$ cat src/hw/rtl/delayed_and_periodic_message_scheduler_assert.svh
// Assertion macros for the message scheduler
`ifndef DELAYED_AND_PERIODIC_MESSAGE_SCHEDULER_ASSERT_SVH
`define DELAYED_AND_PERIODIC_MESSAGE_SCHEDULER_ASSERT_SVH
`ifndef SYNTH
`define DPMS_ASSERT(label, clk, rst, prop, msg) \
  label: assert property (@(posedge clk) disable iff (rst) prop) else $error(msg);
`define DPMS_ASSERT_NORST(label, clk, prop, msg) \
  label: assert property (@(posedge clk) prop) else $error(msg);
`else
`define DPMS_ASSERT(label, clk, rst, prop, msg)
`define DPMS_ASSERT_NORST(label, clk, prop, msg)
`endif
`endif

$ cat src/hw/rtl/dpms_pkg.sv
// ----------------------------------------------------------------------------
// dpms_pkg
// Types and constants shared by the message scheduler modules.
// ----------------------------------------------------------------------------
`default_nettype none
package dpms_pkg;
  localparam int REPLY_DEPTH = 16;
  localparam int GEN_DEPTH   = 16;
  localparam int MAX_OUT     = 32;

  localparam logic [2:0] REQ_TICK     = 3'd0;
  localparam logic [2:0] REQ_SCHEDULE = 3'd1;
  localparam logic [2:0] REQ_START    = 3'd2;
  localparam logic [2:0] REQ_STOP     = 3'd3;
  localparam logic [2:0] REQ_CANCEL   = 3'd4;

  localparam logic [1:0] ST_DELIVER = 2'd0;
  localparam logic [1:0] ST_ACCEPT  = 2'd1;
  localparam logic [1:0] ST_FULL    = 2'd2;

  localparam logic [0:0] REG_INSTANT = 1'b0;

  typedef enum logic [2:0] {
    S_IDLE, S_REPLY, S_GEN, S_CLEAR, S_OUT
  } state_t;

  // controller to datapath
  typedef struct packed {
    logic load;      // capture request, advance time on tick
    logic rp_start;  // begin reply scan
    logic step;      // advance current scan by one entry
    logic ack;       // build acknowledge result
    logic out_take;  // output register consumed
  } cmd_t;

  // datapath to controller
  typedef struct packed {
    logic scan_done;   // current scan finished
    logic out_full;    // output register holds a result
  } stat_t;
endpackage
`default_nettype wire

$ cat src/hw/rtl/delayed_and_periodic_message_scheduler.sv
// ----------------------------------------------------------------------------
// delayed_and_periodic_message_scheduler
// Timer scheduler with one-shot reply and periodic generator tables.
// ----------------------------------------------------------------------------
// channel  | direction | handshake          | payload
// request  | in        | in_valid/in_stall  | req_type, channel_id, msg_handle, delay
// result   | out       | out_valid/out_stall| out_channel, out_handle, from_periodic,
//          |           |                    | status, last
// config   | in        | APB                | instant_mode at 0
// A tick walks the reply table then the generator table, one entry a cycle while
// no held result is stalled.
// Schedule and start acknowledge directly; stop and cancel first compact their table.
// rst is synchronous and clears counts, time and the sequencer.
// out_stall freezes the scan while a result is held.
`default_nettype none
module delayed_and_periodic_message_scheduler #(
  parameter int REPLY_DEPTH = dpms_pkg::REPLY_DEPTH,
  parameter int GEN_DEPTH   = dpms_pkg::GEN_DEPTH
) (
  input  wire logic        clk,
  input  wire logic        rst,
  input  wire logic        psel,
  input  wire logic        penable,
  input  wire logic        pwrite,
  input  wire logic [0:0]  paddr,
  input  wire logic [31:0] pwdata,
  output logic [31:0]      prdata,
  output logic             pready,
  input  wire logic        in_valid,
  output logic             in_stall,
  input  wire logic [2:0]  req_type,
  input  wire logic [15:0] channel_id,
  input  wire logic [7:0]  msg_handle,
  input  wire logic [15:0] delay_or_interval_ms,
  output logic             out_valid,
  input  wire logic        out_stall,
  output logic [15:0]      out_channel,
  output logic [7:0]       out_handle,
  output logic             from_periodic,
  output logic [1:0]       status,
  output logic             last
);
  dpms_pkg::cmd_t  cmd;
  dpms_pkg::stat_t stat;
  logic instant_mode;

  assign pready = 1'b1;
  assign prdata = (paddr == dpms_pkg::REG_INSTANT) ? {31'd0, instant_mode} : 32'd0;

  // config register
  always_ff @(posedge clk) begin
    if (rst) instant_mode <= 1'b0;
    else if (psel && penable && pwrite && paddr == dpms_pkg::REG_INSTANT)
      instant_mode <= pwdata[0];
  end

  dpms_ctrl u_ctrl (
    .clk, .rst, .in_valid, .in_stall, .req_type, .out_stall, .out_valid,
    .cmd, .stat
  );

  dpms_datapath #(.REPLY_DEPTH(REPLY_DEPTH), .GEN_DEPTH(GEN_DEPTH)) u_dp (
    .clk, .rst, .cmd, .stat, .instant_mode, .req_type, .channel_id, .msg_handle,
    .delay_or_interval_ms, .out_channel, .out_handle,
    .from_periodic, .status, .last
  );
endmodule
`default_nettype wire

$ cat src/hw/rtl/dpms_datapath.sv
// ----------------------------------------------------------------------------
// dpms_datapath
// Entry tables, time counter, scan pointers and output register.
// ----------------------------------------------------------------------------
`default_nettype none
module dpms_datapath #(
  parameter int REPLY_DEPTH = dpms_pkg::REPLY_DEPTH,
  parameter int GEN_DEPTH   = dpms_pkg::GEN_DEPTH
) (
  input  wire logic                clk,
  input  wire logic                rst,
  input  wire dpms_pkg::cmd_t      cmd,
  output dpms_pkg::stat_t          stat,
  input  wire logic                instant_mode,
  input  wire logic [2:0]          req_type,
  input  wire logic [15:0]         channel_id,
  input  wire logic [7:0]          msg_handle,
  input  wire logic [15:0]         delay_or_interval_ms,
  output logic [15:0]              out_channel,
  output logic [7:0]               out_handle,
  output logic                     from_periodic,
  output logic [1:0]               status,
  output logic                     last
);
  localparam int RW = (REPLY_DEPTH > 1) ? $clog2(REPLY_DEPTH) : 1;
  localparam int GW = (GEN_DEPTH > 1) ? $clog2(GEN_DEPTH) : 1;
  localparam int RC = $clog2(REPLY_DEPTH + 1);
  localparam int GC = $clog2(GEN_DEPTH + 1);

  logic [31:0] r_fire [REPLY_DEPTH];
  logic [15:0] r_chan [REPLY_DEPTH];
  logic [7:0]  r_hand [REPLY_DEPTH];
  logic [31:0] g_fire [GEN_DEPTH];
  logic [15:0] g_int  [GEN_DEPTH];
  logic [15:0] g_chan [GEN_DEPTH];
  logic [7:0]  g_hand [GEN_DEPTH];

  logic [31:0] time_ms;
  logic [RC-1:0] reply_count, r_rd, r_wr;
  logic [GC-1:0] gen_count, g_rd, g_wr;
  logic [2:0]  req;
  logic [15:0] ch;
  logic [7:0]  hd;
  logic [15:0] dly;
  logic [5:0]  n_out;
  logic        out_full;

  logic        r_due, g_due, c_keep, r_more, g_more;
  logic        emit, emit_last;
  logic [REPLY_DEPTH-1:0] r_later;
  logic [GEN_DEPTH-1:0]   g_due_all, g_later;

  assign r_more = r_rd < reply_count;
  assign g_more = g_rd < gen_count;
  assign r_due  = r_more && (r_fire[r_rd[RW-1:0]] <= time_ms) && (n_out < 6'd32);
  assign g_due  = g_more && (g_fire[g_rd[GW-1:0]] <= time_ms) && (n_out < 6'd32);
  assign c_keep = (req == dpms_pkg::REQ_STOP) ? (g_chan[g_rd[GW-1:0]] != ch)
                                              : (r_chan[r_rd[RW-1:0]] != ch);
  assign emit = cmd.step && (req == dpms_pkg::REQ_TICK) && (r_more ? r_due : g_due);

  // look ahead for due entries behind the current scan position
  always_comb begin
    for (int i = 0; i < REPLY_DEPTH; i++)
      r_later[i] = (RC'(i) > r_rd) && (RC'(i) < reply_count) && (r_fire[i] <= time_ms);
    for (int i = 0; i < GEN_DEPTH; i++) begin
      g_due_all[i] = (GC'(i) < gen_count) && (g_fire[i] <= time_ms);
      g_later[i]   = g_due_all[i] && (GC'(i) > g_rd);
    end
  end

  // mark the final delivery of a tick
  assign emit_last = (n_out == 6'd31) ||
                     (r_more ? !((|r_later) || (|g_due_all)) : !(|g_later));

  // status toward the controller
  always_comb begin
    stat.out_full = out_full;
    stat.scan_done = 1'b1;
    if (cmd.rp_start) begin
      stat.scan_done = 1'b0;
    end else begin
      unique case (req)
        dpms_pkg::REQ_TICK: begin
          if (r_more) begin
            stat.scan_done = 1'b0;
          end else begin
            stat.scan_done = !g_more;
          end
        end
        dpms_pkg::REQ_STOP: stat.scan_done = !g_more;
        default: stat.scan_done = !r_more;
      endcase
    end
  end

  // hold tables, pointers and counter
  always_ff @(posedge clk) begin
    if (rst) begin
      time_ms <= '0;
      reply_count <= '0;
      gen_count <= '0;
      out_full <= 1'b0;
      r_rd <= '0; r_wr <= '0; g_rd <= '0; g_wr <= '0;
      n_out <= '0;
      req <= '0;
    end else begin
      out_full <= cmd.ack || emit || (out_full && !cmd.out_take);
      if (cmd.load) begin
        req <= req_type; ch <= channel_id; hd <= msg_handle; dly <= delay_or_interval_ms;
        r_rd <= '0; r_wr <= '0; g_rd <= '0; g_wr <= '0; n_out <= '0;
        if (req_type == dpms_pkg::REQ_TICK) time_ms <= time_ms + 32'd1;
      end
      if (cmd.ack) begin
        out_channel <= ch;
        from_periodic <= 1'b0;
        last <= 1'b1;
        out_handle <= ((req == dpms_pkg::REQ_SCHEDULE) || (req == dpms_pkg::REQ_START))
                      ? hd : 8'd0;
        status <= dpms_pkg::ST_ACCEPT;
        if (req == dpms_pkg::REQ_SCHEDULE) begin
          if (reply_count < RC'(REPLY_DEPTH)) begin
            r_fire[reply_count[RW-1:0]] <= time_ms + (instant_mode ? 32'd0 : {16'd0, dly});
            r_chan[reply_count[RW-1:0]] <= ch;
            r_hand[reply_count[RW-1:0]] <= hd;
            reply_count <= reply_count + RC'(1);
          end else status <= dpms_pkg::ST_FULL;
        end else if (req == dpms_pkg::REQ_START) begin
          if (gen_count < GC'(GEN_DEPTH)) begin
            g_fire[gen_count[GW-1:0]] <= time_ms + (instant_mode ? 32'd0 : {16'd0, dly});
            g_int[gen_count[GW-1:0]]  <= dly;
            g_chan[gen_count[GW-1:0]] <= ch;
            g_hand[gen_count[GW-1:0]] <= hd;
            gen_count <= gen_count + GC'(1);
          end else status <= dpms_pkg::ST_FULL;
        end
      end
      if (cmd.step) begin
        if (req == dpms_pkg::REQ_TICK) begin
          if (r_more) begin
            r_rd <= r_rd + RC'(1);
            if (r_due) begin
              out_channel <= r_chan[r_rd[RW-1:0]];
              out_handle <= r_hand[r_rd[RW-1:0]];
              from_periodic <= 1'b0;
              status <= dpms_pkg::ST_DELIVER;
              last <= emit_last;
              n_out <= n_out + 6'd1;
            end else begin
              r_fire[r_wr[RW-1:0]] <= r_fire[r_rd[RW-1:0]];
              r_chan[r_wr[RW-1:0]] <= r_chan[r_rd[RW-1:0]];
              r_hand[r_wr[RW-1:0]] <= r_hand[r_rd[RW-1:0]];
              r_wr <= r_wr + RC'(1);
            end
            if (r_rd + RC'(1) == reply_count)
              reply_count <= r_due ? r_wr : r_wr + RC'(1);
          end else if (g_more) begin
            g_rd <= g_rd + GC'(1);
            if (g_due) begin
              out_channel <= g_chan[g_rd[GW-1:0]];
              out_handle <= g_hand[g_rd[GW-1:0]];
              from_periodic <= 1'b1;
              status <= dpms_pkg::ST_DELIVER;
              last <= emit_last;
              n_out <= n_out + 6'd1;
              g_fire[g_rd[GW-1:0]] <= time_ms + {16'd0, g_int[g_rd[GW-1:0]]};
            end
          end
        end else if (req == dpms_pkg::REQ_STOP) begin
          if (g_more) begin
            g_rd <= g_rd + GC'(1);
            if (c_keep) begin
              g_fire[g_wr[GW-1:0]] <= g_fire[g_rd[GW-1:0]];
              g_int[g_wr[GW-1:0]]  <= g_int[g_rd[GW-1:0]];
              g_chan[g_wr[GW-1:0]] <= g_chan[g_rd[GW-1:0]];
              g_hand[g_wr[GW-1:0]] <= g_hand[g_rd[GW-1:0]];
              g_wr <= g_wr + GC'(1);
            end
          end else gen_count <= g_wr;
        end else begin
          if (r_more) begin
            r_rd <= r_rd + RC'(1);
            if (c_keep) begin
              r_fire[r_wr[RW-1:0]] <= r_fire[r_rd[RW-1:0]];
              r_chan[r_wr[RW-1:0]] <= r_chan[r_rd[RW-1:0]];
              r_hand[r_wr[RW-1:0]] <= r_hand[r_rd[RW-1:0]];
              r_wr <= r_wr + RC'(1);
            end
          end else reply_count <= r_wr;
        end
      end
    end
  end

  `include "delayed_and_periodic_message_scheduler_assert.svh"
  `DPMS_ASSERT(a_rcount, clk, rst, reply_count <= RC'(REPLY_DEPTH), "reply count overflow")
  `DPMS_ASSERT(a_gcount, clk, rst, gen_count <= GC'(GEN_DEPTH), "gen count overflow")
  `DPMS_ASSERT(a_nout, clk, rst, n_out <= 6'd32, "too many results")
endmodule
`default_nettype wire

$ cat src/hw/rtl/dpms_ctrl.sv
// ----------------------------------------------------------------------------
// dpms_ctrl
// Sequencer: take a request, run the table scan, hand results out.
// ----------------------------------------------------------------------------
`default_nettype none
module dpms_ctrl (
  input  wire logic            clk,
  input  wire logic            rst,
  input  wire logic            in_valid,
  output logic                 in_stall,
  input  wire logic [2:0]      req_type,
  input  wire logic            out_stall,
  output logic                 out_valid,
  output dpms_pkg::cmd_t       cmd,
  input  wire dpms_pkg::stat_t stat
);
  dpms_pkg::state_t state, state_next;
  logic busy;

  assign busy = (state != dpms_pkg::S_IDLE);
  assign out_valid = stat.out_full;

  // next state
  always_comb begin
    state_next = state;
    unique case (state)
      dpms_pkg::S_IDLE:
        if (in_valid && !stat.out_full) begin
          unique case (req_type)
            dpms_pkg::REQ_TICK: state_next = dpms_pkg::S_REPLY;
            dpms_pkg::REQ_SCHEDULE, dpms_pkg::REQ_START: state_next = dpms_pkg::S_OUT;
            dpms_pkg::REQ_STOP, dpms_pkg::REQ_CANCEL: state_next = dpms_pkg::S_CLEAR;
            default: state_next = dpms_pkg::S_IDLE;
          endcase
        end
      dpms_pkg::S_REPLY: state_next = dpms_pkg::S_GEN;
      dpms_pkg::S_GEN:
        if (stat.scan_done && !stat.out_full) state_next = dpms_pkg::S_IDLE;
      dpms_pkg::S_CLEAR:
        if (stat.scan_done && !stat.out_full) state_next = dpms_pkg::S_OUT;
      dpms_pkg::S_OUT:
        if (!stat.out_full) state_next = dpms_pkg::S_IDLE;
      default: state_next = dpms_pkg::S_IDLE;
    endcase
  end

  // outputs
  always_comb begin
    cmd = '0;
    in_stall = busy || stat.out_full;
    cmd.out_take = stat.out_full && !out_stall;
    unique case (state)
      dpms_pkg::S_IDLE: cmd.load = in_valid && !stat.out_full;
      dpms_pkg::S_REPLY: cmd.rp_start = 1'b1;
      dpms_pkg::S_GEN: cmd.step = !stat.scan_done && !(stat.out_full && out_stall);
      // keep stepping through the end of the scan so the count gets written back
      dpms_pkg::S_CLEAR: cmd.step = 1'b1;
      dpms_pkg::S_OUT: cmd.ack = !stat.out_full || !out_stall;
      default: ;
    endcase
  end

  always_ff @(posedge clk) begin
    if (rst) state <= dpms_pkg::S_IDLE;
    else state <= state_next;
  end

  `include "delayed_and_periodic_message_scheduler_assert.svh"
  `DPMS_ASSERT(a_nobusy_take, clk, rst, busy |-> !cmd.load, "load while busy")
  `DPMS_ASSERT(a_ack_once, clk, rst, cmd.ack |=> state == dpms_pkg::S_IDLE, "ack not final")
  `DPMS_ASSERT(a_idle_stall, clk, rst, (state == dpms_pkg::S_GEN) |-> in_stall, "accept in scan")
endmodule
`default_nettype wire
$ cat config.mk
export PLATFORM = sky130hd
export DESIGN_NAME = delayed_and_periodic_message_scheduler
export DESIGN_NICKNAME = d
export VERILOG_FILES = /design/src/hw/rtl/dpms_pkg.sv /design/src/hw/rtl/delayed_and_periodic_message_scheduler.sv /design/src/hw/rtl/dpms_datapath.sv /design/src/hw/rtl/dpms_ctrl.sv
export VERILOG_INCLUDE_DIRS = /design/src /design/src/hw/rtl
export SDC_FILE = /design/constraint.sdc
export NUM_CORES = 2
export LEC_CHECK = 0
export BUFFER_PORTS_ARGS = -buffer_cell sky130_fd_sc_hd__buf_2
export CELL_PAD_IN_SITES_DETAIL_PLACEMENT = 1
export CELL_PAD_IN_SITES_GLOBAL_PLACEMENT = 1
export CORE_AREA = 3 3 570 572
export DETAILED_ROUTE_END_ITERATION = 10
export DIE_AREA = 0 0 573 575
export MAX_ROUTING_LAYER = met4
export PLACE_DENSITY = 0.61
export SYNTH_ARGS = -nofsm -noshare
export SYNTH_HDL_FRONTEND = slang
export SYNTH_HIERARCHICAL = 1
export SYNTH_SLANG_ARGS = --single-unit
export TNS_END_PERCENT = 10
$ cat constraint.sdc
create_clock -name clk -period 12.4 [get_ports clk]
set_clock_uncertainty 0.05 [all_clocks]
set_input_delay 1.24 -clock clk [delete_from_list [all_inputs] [get_ports clk]]
set_output_delay 1.24 -clock clk [all_outputs]
set_load 0.02 [all_outputs]
==> flow_metrics.py <==
metrics = {
    "timing": {
        "finalCriticalPeriod_ns": 8.88,
        "setup_viol": 0,
        "setup_tns_ns": 0,
        "rsz0062_at_grt": "no",
        "worst_pin_slew_ns": 1.58,
        "slew_viol_final": 2,
        "finalHoldViolCount": 0,
        "post-route-period-util_pct": 71.6,
        "maxSlewHeadroom_pct": -6.29,
        "fmax_mhz": 113,
    },
    "clock_tree": {
        "cts_resized": 0,
        "cts-root-buf": "clkbuf_16",
        "postCtsSetupBuffers": 0,
        "h-tree-depth": 4,
        "cts.sinks": 2192,
        "insertion_delay_ns": 0.93,
        "clk_pin_slew_ns": 0.06,
        "hold_buffers": 0,
        "cts_buffer_depth": 4,
        "cts_tree": "built",
        "cts_buffers": 245,
    },
    "global_route": {
        "grt_pass1_vias": 86100,
        "grt_usage_pct": 28.3,
        "grt-ovfl-total": 0,
        "grt_max_degree": 119,
        "grt_pass1_wl_um": 656000,
        "antenna_found_initial": 34,
    },
    "synthesis": {
        "yosysTopAreaCell": "edfxtp_1",
        "ys_warn_count": 6,
        "synthCells": 8773,
        "synth_simple_gate_area_share_pct": 6.03,
        "synth_edf_count": 2116,
        "async_flop_share_pct": 0,
        "avgSynthCellArea_um2": 14.2,
        "synth_xor_area_share_pct": 0.892,
        "synthMuxAreaShare_pct": 18.9,
        "synth_seq_area_share_pct": 52.2,
        "synth_top_family_by_area": "multiplexers",
        "synth_compound_area_share_pct": 7.60,
        "synthTopCellsByArea": "edfxtp_1 51%, ha_1 12%, mux4_2 9.2%",
        "synthAdderAreaFrac_pct": 11.6,
        "synth_area_mm2": 0.125,
        "synth_seq_cells": 2192,
        "synth_top_area_share_pct": 51.0,
        "ys_types": 100,
        "ys.flop_type": "edfxtp_1",
    },
    "power_and_ir_drop": {
        "power_density_mw_per_mm2": 114,
        "ir_drop_uv": 117,
        "p_leak_nw": 46.7,
    },
    "place": {
        "hpwl_um": 311000,
        "dpl.cell_count": 12900,
        "place_congestion": 0.961,
        "portBuffers": 82,
    },
    "routing": {
        "detail_route.wl_per_cell_um": 34.6,
        "ant_nets": 0,
        "dr.pass1.iters": 5,
        "vias": 84000,
        "drc": 0,
        "vias_per_cell": 6.27,
        "drt-initial-drc-count": 9112,
        "wl_um": 463000,
    },
    "status": {
        "status": "complete, but fails checks",
        "violations": "max-capacitance violations, max-slew violations",
    },
    "die": {
        "dieArea_mm2": 0.329,
        "die-width_um": 573,
        "start_util_pct": 38.9,
        "dieHeight_um": 575,
        "rows": 208,
        "ios": 146,
        "design.core.area_mm2": 0.321,
    },
    "hold_path": {
        "hp-class": "in2reg",
    },
    "final_layout": {
        "layout_common_cells": "2116 x edfxtp_1, 1147 x ha_1, 639 x mux2i_1",
        "final_common_cell": "edfxtp_1",
        "areaGrowthSynthToFinish_pct": 11.1,
        "stdcell_count": 13400,
        "nNetsFinal": 10100,
        "drive_gt1_share_pct": 18.6,
        "fin_util_pct": 43.2,
    },
    "critical_path": {
        "crit_path_end_kind": "register",
        "critical_path_class": "reg2reg",
        "arrival_ns": 9.33,
        "required_ns": 12.85,
        "start_kind": "register",
        "crit_fanout": 57,
    },
    "run": {
        "maxCapViolations": 1,
    },
}
==> metal layers <==
layer / routed length, µm / up-vias / track usage, %
met5: 0 / - / -
met4: 19900 / 0 / 10.5
met3: 30900 / 745 / 3.23
met2: 213000 / 3195 / 43.6
met1: 200000 / 44700 / 38.5
li1: - / 35400 / -
==> critical path, stage by stage, from the launching register on <==
cell       delay, ns
dfxtp_4         0.76
buf_12          0.46
mux4_2          0.60
mux2_2          0.27
o21ai_1         0.56
buf_4           0.31
inv_1           0.07
ha_1            0.28
nand4_1         0.25
nor3_1          0.26
nand2_1         0.17
or3_1           0.48
o2111ai_1       0.22
o21ai_0         0.29
buf_4           0.26
a211oi_4        0.23
buf_4           0.40
o211a_4         0.88
a21o_4          0.53
buf_4           0.76
==> where the power goes <==
group	switching, mW	internal [mW]
Clock	3.12	4.10
Combinational	0.256	0.135
Sequential	0.0481	8.12
Total	3.43	12.4
==> final timing paths <==
path                                     from                   to  slack (ns)  depth (start not counted)
worst max-delay path             u_dp/r_rd[1]  u_dp/r_fire[14][22]        3.52                         19
worst min-delay path            channel_id[6]           u_dp/ch[6]        0.44                          1
worst max register to register   u_dp/r_rd[1]  u_dp/r_fire[14][22]        3.52                         19
worst min register to register  u_dp/n_out[3]        u_dp/n_out[3]        0.45                          1
==> through the flow <==
step | power, mW | cell area [µm²] | worst slack (ns) | hold WS (ns)
4_1_cts | 15.9 | 138000 | 3.58 | 0.371
2_1_floorplan | 8.55 | 125000 | 3.95 | 0.400
6_report | 15.8 | 138000 | 3.52 | 0.442
3_3_place_gp | 8.69 | 131000 | 3.71 | 0.422
5_1_grt | 16.2 | 138000 | 3.22 | 0.407
3_5_place_dp | 8.71 | 131000 | 3.65 | 0.439
==> cells in the mapped netlist (65+ instances only) <==
cell type and number:
buf_4 81, mux4_2 510, buf_2 118, xnor2_1 94, mux2_1 210, nand2_1 360
nor2b_1 94, nand3_1 128, dfxtp_1 76, inv_1 163, a21o_1 130, a22oi_1 65
mux2_2 298, edfxtp_1 2116, a21oi_1 508, mux2i_1 639, o21ai_0 234, nand4_1 225
nor2_1 307, clkbuf_1 203, a211oi_1 66, ha_1 1147, nor3_1 118
==> logic make-up (layout without fill, tap and decap cells) <==
kind of cell,count (synthesis),count (layout)
other,2,45
buffers and inverters,690,975
DFF,2192,2192
muxes,1658,1658
AOI/OAI and AO/OA,1474,1474
xor gates and xnor gates,127,127
adders and majority gates,1150,1150
and+or+nand+nor,1480,1480
==> area by class of cell <==
class                           instances  area (µm²)
Clock inverter                        141        1250
Timing Repair Buffer                  359        2550
Inverter                              171         647
Tap cell                             4305        5390
Antenna cell                           13        32.5
Sequential cell                      2192       65100
Multi-Input combinational cell       5921       57000
Clock buffer                          304        6460
Fill cell                           32200      182000
==> registers in the layout, summed over array words and instances (netlist names), 6 cells and up <==
name,count
u_dp/ch,16
u_dp/dly,16
u_dp/g_chan,256
u_dp/g_fire,512
u_dp/g_hand,128
u_dp/g_int,256
u_dp/hd,8
u_dp/n_out,6
u_dp/out_channel,16
u_dp/out_handle,8
u_dp/r_chan,256
u_dp/r_fire,512
u_dp/r_hand,128
u_dp/time_ms,32
Power figures use the tool's default switching activity.
